==> src/rtl/core/biq_pkg.sv <==
// biq_pkg: types, constants and the microprogram for the biquad section sequencer
// no dependencies; imported by biquad_iir_filter_df2_top

package biq_pkg;

    localparam int SAMPLE_W   = 16;
    localparam int COEF_W     = 24;
    localparam int COEF_COUNT = 7;
    localparam int CFG_IDX_W  = 3;
    localparam int STATE_W    = 32;
    localparam int MUL_B_W    = 33;
    localparam int PROD_W     = COEF_W + MUL_B_W;
    localparam int ACC_W      = 64;
    localparam int U_W        = 37;
    localparam int STEP_W     = 4;

    localparam logic [STEP_W-1:0] STEP_LAST = 4'd12;

    // coefficient / register index codes
    typedef enum logic [CFG_IDX_W-1:0] {
        COEF_B0   = 3'd0,
        COEF_B1   = 3'd1,
        COEF_B2   = 3'd2,
        COEF_A1   = 3'd3,
        COEF_A2   = 3'd4,
        COEF_GIN  = 3'd5,
        COEF_GOUT = 3'd6
    } coef_sel_t;

    typedef enum logic [2:0] {
        OPB_NONE,
        OPB_X,
        OPB_D1,
        OPB_D2,
        OPB_W,
        OPB_UL,
        OPB_UH
    } opb_sel_t;

    typedef enum logic [1:0] {
        ACC_NONE,
        ACC_LOAD,
        ACC_ADD,
        ACC_SUB
    } acc_op_t;

    typedef enum logic [1:0] {
        SH_0,
        SH_8,
        SH_16
    } shift_t;

    typedef enum logic [1:0] {
        FLOW_NEXT,
        FLOW_WAIT_IN,
        FLOW_WAIT_OUT
    } flow_t;

    typedef struct packed {
        coef_sel_t a_sel;
        opb_sel_t  b_sel;
        acc_op_t   acc_op;
        shift_t    shift;
        logic      latch_w;
        logic      latch_u;
        logic      finish;
        flow_t     flow;
    } ctrl_t;

    typedef logic signed [COEF_W-1:0] coef_arr_t [COEF_COUNT];

    localparam coef_arr_t COEF_RESET = '{
        24'sd1048576, 24'sd1048576, 24'sd0, -24'sd1032234, 24'sd0, 24'sd8171, 24'sd1048576
    };

    localparam ctrl_t CTRL_NOP = '{COEF_B0, OPB_NONE, ACC_NONE, SH_0, 1'b0, 1'b0, 1'b0,
                                   FLOW_NEXT};

    // microprogram: product issued in step k is accumulated in step k+1
    function automatic ctrl_t ucode(input logic [STEP_W-1:0] step);
        ctrl_t c;
        c = CTRL_NOP;
        case (step)
            4'd0:  c.flow = FLOW_WAIT_IN;
            4'd1:  begin c.a_sel = COEF_GIN; c.b_sel = OPB_X;  c.acc_op = ACC_LOAD;
                         c.shift = SH_8; end
            4'd2:  begin c.a_sel = COEF_A1;  c.b_sel = OPB_D1; c.acc_op = ACC_SUB; end
            4'd3:  begin c.a_sel = COEF_A2;  c.b_sel = OPB_D2; c.acc_op = ACC_SUB; end
            4'd4:  begin c.a_sel = COEF_B1;  c.b_sel = OPB_D1; c.acc_op = ACC_LOAD; end
            4'd5:  begin c.a_sel = COEF_B2;  c.b_sel = OPB_D2; c.acc_op = ACC_ADD;
                         c.latch_w = 1'b1; end
            4'd6:  begin c.a_sel = COEF_B0;  c.b_sel = OPB_W;  c.acc_op = ACC_ADD; end
            4'd7:  c = CTRL_NOP;
            4'd8:  c.latch_u = 1'b1;
            4'd9:  begin c.a_sel = COEF_GOUT; c.b_sel = OPB_UL; c.acc_op = ACC_LOAD; end
            4'd10: begin c.a_sel = COEF_GOUT; c.b_sel = OPB_UH; c.acc_op = ACC_ADD;
                         c.shift = SH_16; end
            4'd11: c = CTRL_NOP;
            4'd12: begin c.finish = 1'b1; c.flow = FLOW_WAIT_OUT; end
            default: c = CTRL_NOP;
        endcase
        return c;
    endfunction

endpackage

==> src/rtl/core/biquad_iir_filter_df2_top.sv <==
// biquad_iir_filter_df2_top: direct form II biquad section with input and output gain
// depends on biq_pkg (types, microprogram, reset coefficients)
//
// channel   dir  handshake                       payload
// s_axis    in   s_axis_tvalid / s_axis_tready   tdata[15:0] sample_in
// m_axis    out  m_axis_tvalid / m_axis_tready   tdata[15:0] sample_out, tuser[0] saturated
// cfg       in   cfg_we (no wait)                cfg_index[2:0], cfg_wdata[23:0]
//
// each sample runs the acceptance step plus twelve microcode steps around a single
// shared 24x33 multiplier (seven products, the output gain product split in two halves)
// s_axis_tready is high only at step 0; the result waits in an output register, so the
// next sample is taken while a result is still pending
// the last step holds only if the output register is still full when the next result is done
// reset clears the step counter, delay pair, output valid and loads the default coefficients

module biquad_iir_filter_df2_top
    import biq_pkg::*;
(
    input  logic                 clk,
    input  logic                 rst_n,
    input  logic                 s_axis_tvalid,
    output logic                 s_axis_tready,
    input  logic [15:0]          s_axis_tdata,   // [15:0] sample_in
    output logic                 m_axis_tvalid,
    input  logic                 m_axis_tready,
    output logic [15:0]          m_axis_tdata,   // [15:0] sample_out
    output logic                 m_axis_tuser,   // [0] saturated
    input  logic                 cfg_we,
    input  logic [CFG_IDX_W-1:0] cfg_index,
    input  logic [COEF_W-1:0]    cfg_wdata
);

    // sequencer
    logic [STEP_W-1:0] step_reg, step_next;
    ctrl_t             ctrl;
    logic              advance;

    // coefficient registers
    coef_arr_t coef_reg;

    // datapath
    logic signed [SAMPLE_W-1:0] x_reg;
    logic signed [STATE_W-1:0]  d1_reg, d2_reg;
    logic signed [STATE_W-1:0]  w_reg, w_next;
    logic                       sat_w_reg, sat_w_next;
    logic [U_W-1:0]             u_reg;
    logic [COEF_W-1:0]          mul_a;
    logic [MUL_B_W-1:0]         mul_b;
    logic [PROD_W-1:0]          prod_reg;
    acc_op_t                    pend_op_reg;
    shift_t                     pend_shift_reg;
    logic [ACC_W-1:0]           acc_reg, acc_next;
    logic [ACC_W-1:0]           term;

    // rounding of the accumulator
    logic [ACC_W-1:0]      rnd20, rnd28;
    logic                  w_ovf, y_ovf;
    logic [SAMPLE_W-1:0]   y_val;

    // output register
    logic                  out_valid_reg;
    logic [SAMPLE_W-1:0]   out_data_reg;
    logic                  out_sat_reg;

    assign ctrl = ucode(step_reg);

    // ---------------- control ----------------
    always_comb
    begin
        case (ctrl.flow)
            FLOW_WAIT_IN:  advance = s_axis_tvalid;
            FLOW_WAIT_OUT: advance = !out_valid_reg || m_axis_tready;
            default:       advance = 1'b1;
        endcase
    end

    always_comb
    begin
        step_next = step_reg;
        if (advance)
        begin
            if (step_reg >= STEP_LAST)
                step_next = '0;
            else
                step_next = step_reg + 1'b1;
        end
    end

    always_comb
    begin
        s_axis_tready = (ctrl.flow == FLOW_WAIT_IN);
        m_axis_tvalid = out_valid_reg;
        m_axis_tdata  = out_data_reg;
        m_axis_tuser  = out_sat_reg;
    end

    always_ff @(posedge clk or negedge rst_n)
    begin
        if (!rst_n)
        begin
            step_reg       <= '0;
            pend_op_reg    <= ACC_NONE;
            pend_shift_reg <= SH_0;
        end
        else
        begin
            step_reg       <= step_next;
            pend_op_reg    <= ctrl.acc_op;
            pend_shift_reg <= ctrl.shift;
        end
    end

    // ---------------- configuration ----------------
    always_ff @(posedge clk or negedge rst_n)
    begin
        if (!rst_n)
            coef_reg <= COEF_RESET;
        else if (cfg_we && (cfg_index < CFG_IDX_W'(COEF_COUNT)))
            coef_reg[cfg_index] <= cfg_wdata;
    end

    // ---------------- shared multiplier ----------------
    assign mul_a = coef_reg[ctrl.a_sel];

    always_comb
    begin
        case (ctrl.b_sel)
            OPB_X:   mul_b = {{(MUL_B_W-SAMPLE_W){x_reg[SAMPLE_W-1]}}, x_reg};
            OPB_D1:  mul_b = {{(MUL_B_W-STATE_W){d1_reg[STATE_W-1]}}, d1_reg};
            OPB_D2:  mul_b = {{(MUL_B_W-STATE_W){d2_reg[STATE_W-1]}}, d2_reg};
            OPB_W:   mul_b = {{(MUL_B_W-STATE_W){w_reg[STATE_W-1]}}, w_reg};
            // low half unsigned, high half signed
            OPB_UL:  mul_b = {{(MUL_B_W-16){1'b0}}, u_reg[15:0]};
            OPB_UH:  mul_b = {{(MUL_B_W-(U_W-16)){u_reg[U_W-1]}}, u_reg[U_W-1:16]};
            default: mul_b = '0;
        endcase
    end

    // sign-extended operands, product kept to its low PROD_W bits
    always_ff @(posedge clk)
    begin
        prod_reg <= {{MUL_B_W{mul_a[COEF_W-1]}}, mul_a}
                  * {{COEF_W{mul_b[MUL_B_W-1]}}, mul_b};
    end

    // ---------------- accumulator ----------------
    always_comb
    begin
        term = {{(ACC_W-PROD_W){prod_reg[PROD_W-1]}}, prod_reg};
        case (pend_shift_reg)
            SH_8:    term = term << 8;
            SH_16:   term = term << 16;
            default: term = term;
        endcase
        case (pend_op_reg)
            ACC_LOAD: acc_next = term;
            ACC_ADD:  acc_next = acc_reg + term;
            ACC_SUB:  acc_next = acc_reg - term;
            default:  acc_next = acc_reg;
        endcase
    end

    always_ff @(posedge clk)
    begin
        acc_reg <= acc_next;
    end

    // round half up, then clip
    always_comb
    begin
        rnd20 = acc_reg + (ACC_W'(1) << 19);
        rnd28 = acc_reg + (ACC_W'(1) << 27);
        w_ovf = !((&rnd20[ACC_W-1:51]) || !(|rnd20[ACC_W-1:51]));
        y_ovf = !((&rnd28[ACC_W-1:43]) || !(|rnd28[ACC_W-1:43]));
        if (w_ovf)
            w_next = rnd20[ACC_W-1] ? {1'b1, {(STATE_W-1){1'b0}}}
                                    : {1'b0, {(STATE_W-1){1'b1}}};
        else
            w_next = rnd20[51:20];
        sat_w_next = w_ovf;
        if (y_ovf)
            y_val = rnd28[ACC_W-1] ? {1'b1, {(SAMPLE_W-1){1'b0}}}
                                   : {1'b0, {(SAMPLE_W-1){1'b1}}};
        else
            y_val = rnd28[43:28];
    end

    always_ff @(posedge clk)
    begin
        if (s_axis_tvalid && s_axis_tready)
            x_reg <= s_axis_tdata;
        if (ctrl.latch_w)
        begin
            w_reg     <= w_next;
            sat_w_reg <= sat_w_next;
        end
        if (ctrl.latch_u)
            u_reg <= rnd20[U_W+19:20];
    end

    // ---------------- delay pair and output register ----------------
    always_ff @(posedge clk or negedge rst_n)
    begin
        if (!rst_n)
        begin
            d1_reg        <= '0;
            d2_reg        <= '0;
            out_valid_reg <= 1'b0;
        end
        else
        begin
            if (ctrl.finish && advance)
            begin
                d2_reg        <= d1_reg;
                d1_reg        <= w_reg;
                out_valid_reg <= 1'b1;
            end
            else if (m_axis_tready)
                out_valid_reg <= 1'b0;
        end
    end

    always_ff @(posedge clk)
    begin
        if (ctrl.finish && advance)
        begin
            out_data_reg <= y_val;
            out_sat_reg  <= sat_w_reg | y_ovf;
        end
    end

`ifndef ASSERT_OFF
    a_step_range: assert property (@(posedge clk) disable iff (!rst_n)
        step_reg <= STEP_LAST)
        else $error("step counter beyond last microcode step");

    a_ready_at_start: assert property (@(posedge clk) disable iff (!rst_n)
        s_axis_tready |-> (step_reg == '0))
        else $error("input ready outside the acceptance step");

    a_accept_starts: assert property (@(posedge clk) disable iff (!rst_n)
        (s_axis_tvalid && s_axis_tready) |=> (step_reg == STEP_W'(1)))
        else $error("accepted transaction did not start the program");

    a_finish_valid: assert property (@(posedge clk) disable iff (!rst_n)
        (ctrl.finish && advance) |=> m_axis_tvalid)
        else $error("finished sample not presented on output");

    a_no_overwrite: assert property (@(posedge clk) disable iff (!rst_n)
        (ctrl.finish && out_valid_reg && !m_axis_tready) |=> (step_reg == STEP_LAST))
        else $error("sequencer left last step while output still pending");
`endif

endmodule
==> config.mk <==
export PLATFORM = sky130hd
export DESIGN_NAME = biquad_iir_filter_df2_top
export DESIGN_NICKNAME = d
export VERILOG_FILES = /design/src/rtl/core/biq_pkg.sv /design/src/rtl/core/biquad_iir_filter_df2_top.sv
export SDC_FILE = /design/constraint.sdc
export NUM_CORES = 2
export LEC_CHECK = 0
export BUFFER_PORTS_ARGS = -buffer_cell sky130_fd_sc_hd__buf_2
export CAP_MARGIN = 20
export CORE_ASPECT_RATIO = 1.1
export CORE_MARGIN = 2
export CORE_UTILIZATION = 32
export DETAILED_ROUTE_END_ITERATION = 10
export PLACE_DENSITY = 0.45
export SETUP_SLACK_MARGIN = 0.5
export SLEW_MARGIN = 20
export SYNTH_ARGS = -nofsm -noshare
export SYNTH_HDL_FRONTEND = slang
export SYNTH_SLANG_ARGS = --single-unit
==> constraint.sdc <==
create_clock -name clk -period 11.3 [get_ports clk]
set_input_delay 0.565 -clock clk [delete_from_list [all_inputs] [get_ports clk]]
set_output_delay 0.565 -clock clk [all_outputs]
set_load 0.02 [all_outputs]
Word level (Yosys, flattened, before mapping)
Index checks and enable logic that the tools add are counted.
Operators by class
  add/subtract/negate cells: 5
  $mul: 1
  order comparisons: 5
  equal/unequal tests: 23
  muxes and demuxes: 23
  bitwise gates (word level): 3
  reduce and logical (&&, ||, !) cells: 19
Operator list (count)
  $pmux 33 s6: 1
  $pmux 64 s3: 1
  $bwmux 168: 1
  $pmux 64 s2: 1
  $bmux 24 s3: 1
  $demux 24 s3: 1
  $mux 24: 3
  $add 64x20->64 const B: 1
  $add 64x28->64 const B: 1
  $add 64x64->64: 1
  $mux 32: 2
  $pmux 8 s8: 1
  $sub 64x64->64: 1
  $mul 24x33->57: 1
  $mux 16: 2
  $reduce_and 21->1: 1
  $reduce_or 21->1: 1
  $eq 4x4->1 const B: 4
  $reduce_and 13->1: 1
  $reduce_or 13->1: 1
  $eq 4x3->1 const B: 3
  $ge 4x4->1 const B: 3
  $eq 3x3->1 const B: 3
  $eq 2x2->1 const B: 4
  other kinds (20): 39
Word-level totals
  register bits: 465
  input port bits: 48
  word-level logic and storage cells: 100

Longest topological paths before layout
  depth in word-level cells: 7
  mapped depth: 39
  mapped depth without buffers: 36

Worst setup path before layout
No wires, ideal clock.
  path type: flip-flop to flip-flop
  start: reg step_reg[0]
  end: reg prod_reg[56]
  library setup time: 0.121 ns
  data arrival time: 9.240 ns
  data required time: 11.179 ns
  slack: 1.939 ns
  cell stages (with the launch flop): 34
  path buffers: 4
  clock period less this slack: 9.361 ns
  cells stage by stage: dfrtp_1 inv_1 ha_1 clkbuf_1 nand2_1 o22a_1 nor3_1 clkbuf_1 a222oi_1 nand2_1 clkbuf_1 buf_1 nand2_1 fa_1 inv_1 fa_1 inv_1 fa_1 inv_1 fa_1 fa_1 fa_1 fa_1 ha_1 a21o_1 a21o_1 a21o_1 a21o_1 a21oi_1 o31ai_1 a21o_1 a2111oi_0 a2bb2oi_1 xnor2_1
On the way
  longest elaborated chain between the ends: 7
  elaborated cells on any way between the ends: 21
  classes of those cells: mul: 1; eq/ne: 14; mux: 5; bitwise: 1
RTL lines
  start, declared: RTL line biquad_iir_filter_df2_top.sv:34  | logic [STEP_W-1:0] step_reg, step_next;
  start signal, assigned: RTL line biquad_iir_filter_df2_top.sv:107  | step_reg <= step_next;
  $eq 4x4->1, or another cell as far along: RTL line biq_pkg.sv:83  | case (step)
  $pmux 8 s8 (*): RTL line biq_pkg.sv:83
  $not 3->4 (not written as such): RTL line biquad_iir_filter_df2_top.sv:123  | assign mul_a = coef_reg[ctrl.a_sel];
  $bmux 24 s3: RTL line biquad_iir_filter_df2_top.sv:123
  $mux 24 (not written as such) (2 in series): RTL line biquad_iir_filter_df2_top.sv:123
  $mul 24x33->57 (*): RTL line biquad_iir_filter_df2_top.sv:143  | * {{COEF_W{mul_b[MUL_B_W-1]}}, mul_b};
  end signal, assigned: RTL line biquad_iir_filter_df2_top.sv:142  | prod_reg <= {{MUL_B_W{mul_a[COEF_W-1]}}, mul_a}
  end, declared: RTL line biquad_iir_filter_df2_top.sv:49  | logic [PROD_W-1:0] prod_reg;
Mark *: on every way between the ends. The rest lies on a longest branch, timed or not. The select of a mux whose other input is x is not followed.
A chain may end at the register's enable or synchronous reset.

Worst setup path in the final report
  start: reg step_reg[0]
  end: reg prod_reg[53]
Same word-level chain as after synthesis.

==> out/qor.yml <==
clock_network:
  h-tree-depth: 2
  clock_latency_ns: 0.71
  clk_path_buf_depth: 3
  cts.reportedPaths.clkPinSlew_ns: 0.06
  cts_made_buffers: 57
  root_buffer: "clkbuf_16"
  clkSinkCount: 465
  cts_tree: "yes"
worst_hold_path:
  hp-start: "s_axis_tdata[14]"
  hold_path_class: "input pin to flip-flop"
route:
  drt-total-wl_mm: 184
  wl_per_cell_um: 23.1
  routed_via_density: 5.10
  drtAntennaViolNets: 0
  firstDrtPassIters: 6
  drc: 0
  first_iter_violations: 2847
  vias: 40600
timing:
  worst_slew_pin_slew_ns: 1.14
  slew_viol_final: 0
  max_freq_mhz: 96.6
  setup_violations: 0
  skew_ns: 0.0663
  rsz0062_at_grt: "false"
  maxSlewHeadroom_pct: 23.4
  hold_viol_final: 0
  period_share_pct: 91.6
  hold_slack_ns: 0.144
  period_minus_slack_ns: 10.35
  tns_ns: 0
worst_setup_path:
  required_ns: 11.84
  cp.arrival_ns: 10.89
  cpPeakStageDelay_ns: 0.59
  r2r_cells: 31
  r2r_start: "step_reg[0]$_DFFE_PN0N_"
  crit_slowest_cell: "fa_1"
  crit_top_cell: "fa_1"
  endpoint_kind: "flip-flop"
  crit_type: "flip-flop to flip-flop"
  r2r_end: "prod_reg[53]$_DFF_P_"
  cp-start-kind: "flip-flop"
  path_max_fanout: 16
  startpoint: "step_reg[0]$_DFFE_PN0N_"
  cp-endpoint: "prod_reg[53]$_DFF_P_"
  r2r_setup_slack_ns: 0.95
floorplan:
  die_x_um: 394
  start_util_pct: 32.2
  die_area_mm2: 0.171
  die_h_um: 433
  rows: 157
  core_mm2: 0.166
  top_level_ports: 67
global_routing:
  grt_pass1_wl_mm: 279
  grt_overflow: 0
  grt_max_degree: 128
  grt_pass1_vias: 42400
  antenna_found_initial: 3
  gr-usage-all-layers_pct: 21.6
yosys:
  synthTopCellsByArea: "fa_1 (30%), dfrtp_1 (9.9%), edfxtp_1 (9.4%)"
  synth-edff-count: 167
  synth_commonest_cells: "inv_1 (893), nand2_1 (834), fa_1 (791)"
  yosysMostFrequentCell: "inv_1"
  synth.ff_latch_count: 465
  synth-main-ff-cell: "dfrtp_1"
  yosys.area.top_type: "fa_1"
  syn_area_mm2: 0.0535
  synthArstFlopShare_pct: 51.8
  synth_area_per_cell_um2: 9.43
  ys_seq_area_share_pct: 22.8
  yosysWarningCount: 0
  synth_cell_type_count: 96
  syn_inst: 5675
  synthesis.nets: 6739
  netlist.area_leader.share_pct: 29.6
finish:
  largest_reg_flops: 168
  area_growth_pct: 10.9
  nNetsFinal: 6752
  drive_gt1_share_pct: 12.2
  fillers: 17100
placement:
  hpwl_mm: 142
  gp_congestion: 0.897
  io_buffers: 66
outcome:
  status: "finished clean"
run:
  drv_cap: 0
[timing repair]
action | 4_1_cts | 5_1_grt
endpoints found under the hold margin | 32 | 0
hold buffers | 13 | 0
setup endpoints to repair | 0 | 9
setup buffers | 0 | 10
resized for setup | 0 | 15
[worst max-delay path: cells and delay by family (launching register included)]
kind,cells,cell delay (ns)
simple gates,5,1.70
fa+ha+maj,9,4.49
flops,1,0.42
compound gates,9,2.62
xor+xnor,1,0.26
buf+inv,7,0.65
[cells by family (layout without fill, tap and decap cells)]
family,Yosys count,after routing,share of synthesized area (%)
compound gates,781,781,9.70
mux,302,302,6.24
buf+inv,1181,1242,8.44
flops,465,465,22.8
simple gates,1684,1685,13.9
fa+ha+maj,1016,1016,34.8
xor+xnor,246,246,4.02
other cells,0,1,0
[worst min path at each step]
stage | to | slack, ns | cells past startpoint
floorplan | coef_reg[0]$_DFFE_PN0P_ | 0.27 | 0
global placement | coef_reg[10]$_DFFE_PN0P_ | 0.49 | 1
detailed placement | d1_reg[9]$_DFFE_PN0P_ | 0.49 | 1
CTS | x_reg[14]$_DFFE_PP_ | 0.1 | 1
global route | x_reg[13]$_DFFE_PP_ | 0.12 | 1
finish | x_reg[14]$_DFFE_PP_ | 0.14 | 1
[layer usage]
metal / routed length [um] / track usage [%] / up-vias
li1: - / - / 18300
met1: 80200 / 29.2 / 21100
met2: 88400 / 36.4 / 1013
met3: 8430 / 2.31 / 208
met4: 6660 / 7.00 / 0
met5: 0 / 0 / -
[cell usage in the layout, fill, tap and decap left out, types with 94 or more instances in the layout]
master,n
o21ai_0,152
fa_1,791
nor2_1,393
nand2_1,832
mux2_2,252
a21oi_1,199
inv_1,893
xnor2_1,151
edfxtp_1,167
buf_4,147
dfrtp_1,210
ha_1,223
xor2_1,94
[stage by stage]
step | instance area (um^2) | utilization, % | setup WS, ns | std cells
6_report | 59400 | 35.7 | 0.953 | 7964
5_1_grt | 59400 | 35.7 | 0.483 | 7963
4_1_cts | 59100 | 35.5 | 0.616 | 7952
3_5_place_dp | 57200 | 34.4 | 0.757 | 7831
3_3_place_gp | 57200 | 34.4 | 0.840 | 7831
2_1_floorplan | 53500 | - | 1.94 | 5675
[final cells by class]
class                      instances  area (um^2)  area share, %
multi-input combinational       4030        37400           63.0
sequential                       465        12200           20.6
inverter                         895         3360           5.66
tap                             2226         2790           4.69
timing repair buffer             239         1810           3.05
clock buffer                      92         1630           2.75
clock inverter                    16          170          0.287
antenna                            1         2.50        0.00422
Power is not shown: default switching activity piles up to over one toggle a cycle in this logic, so the estimate is an artifact.
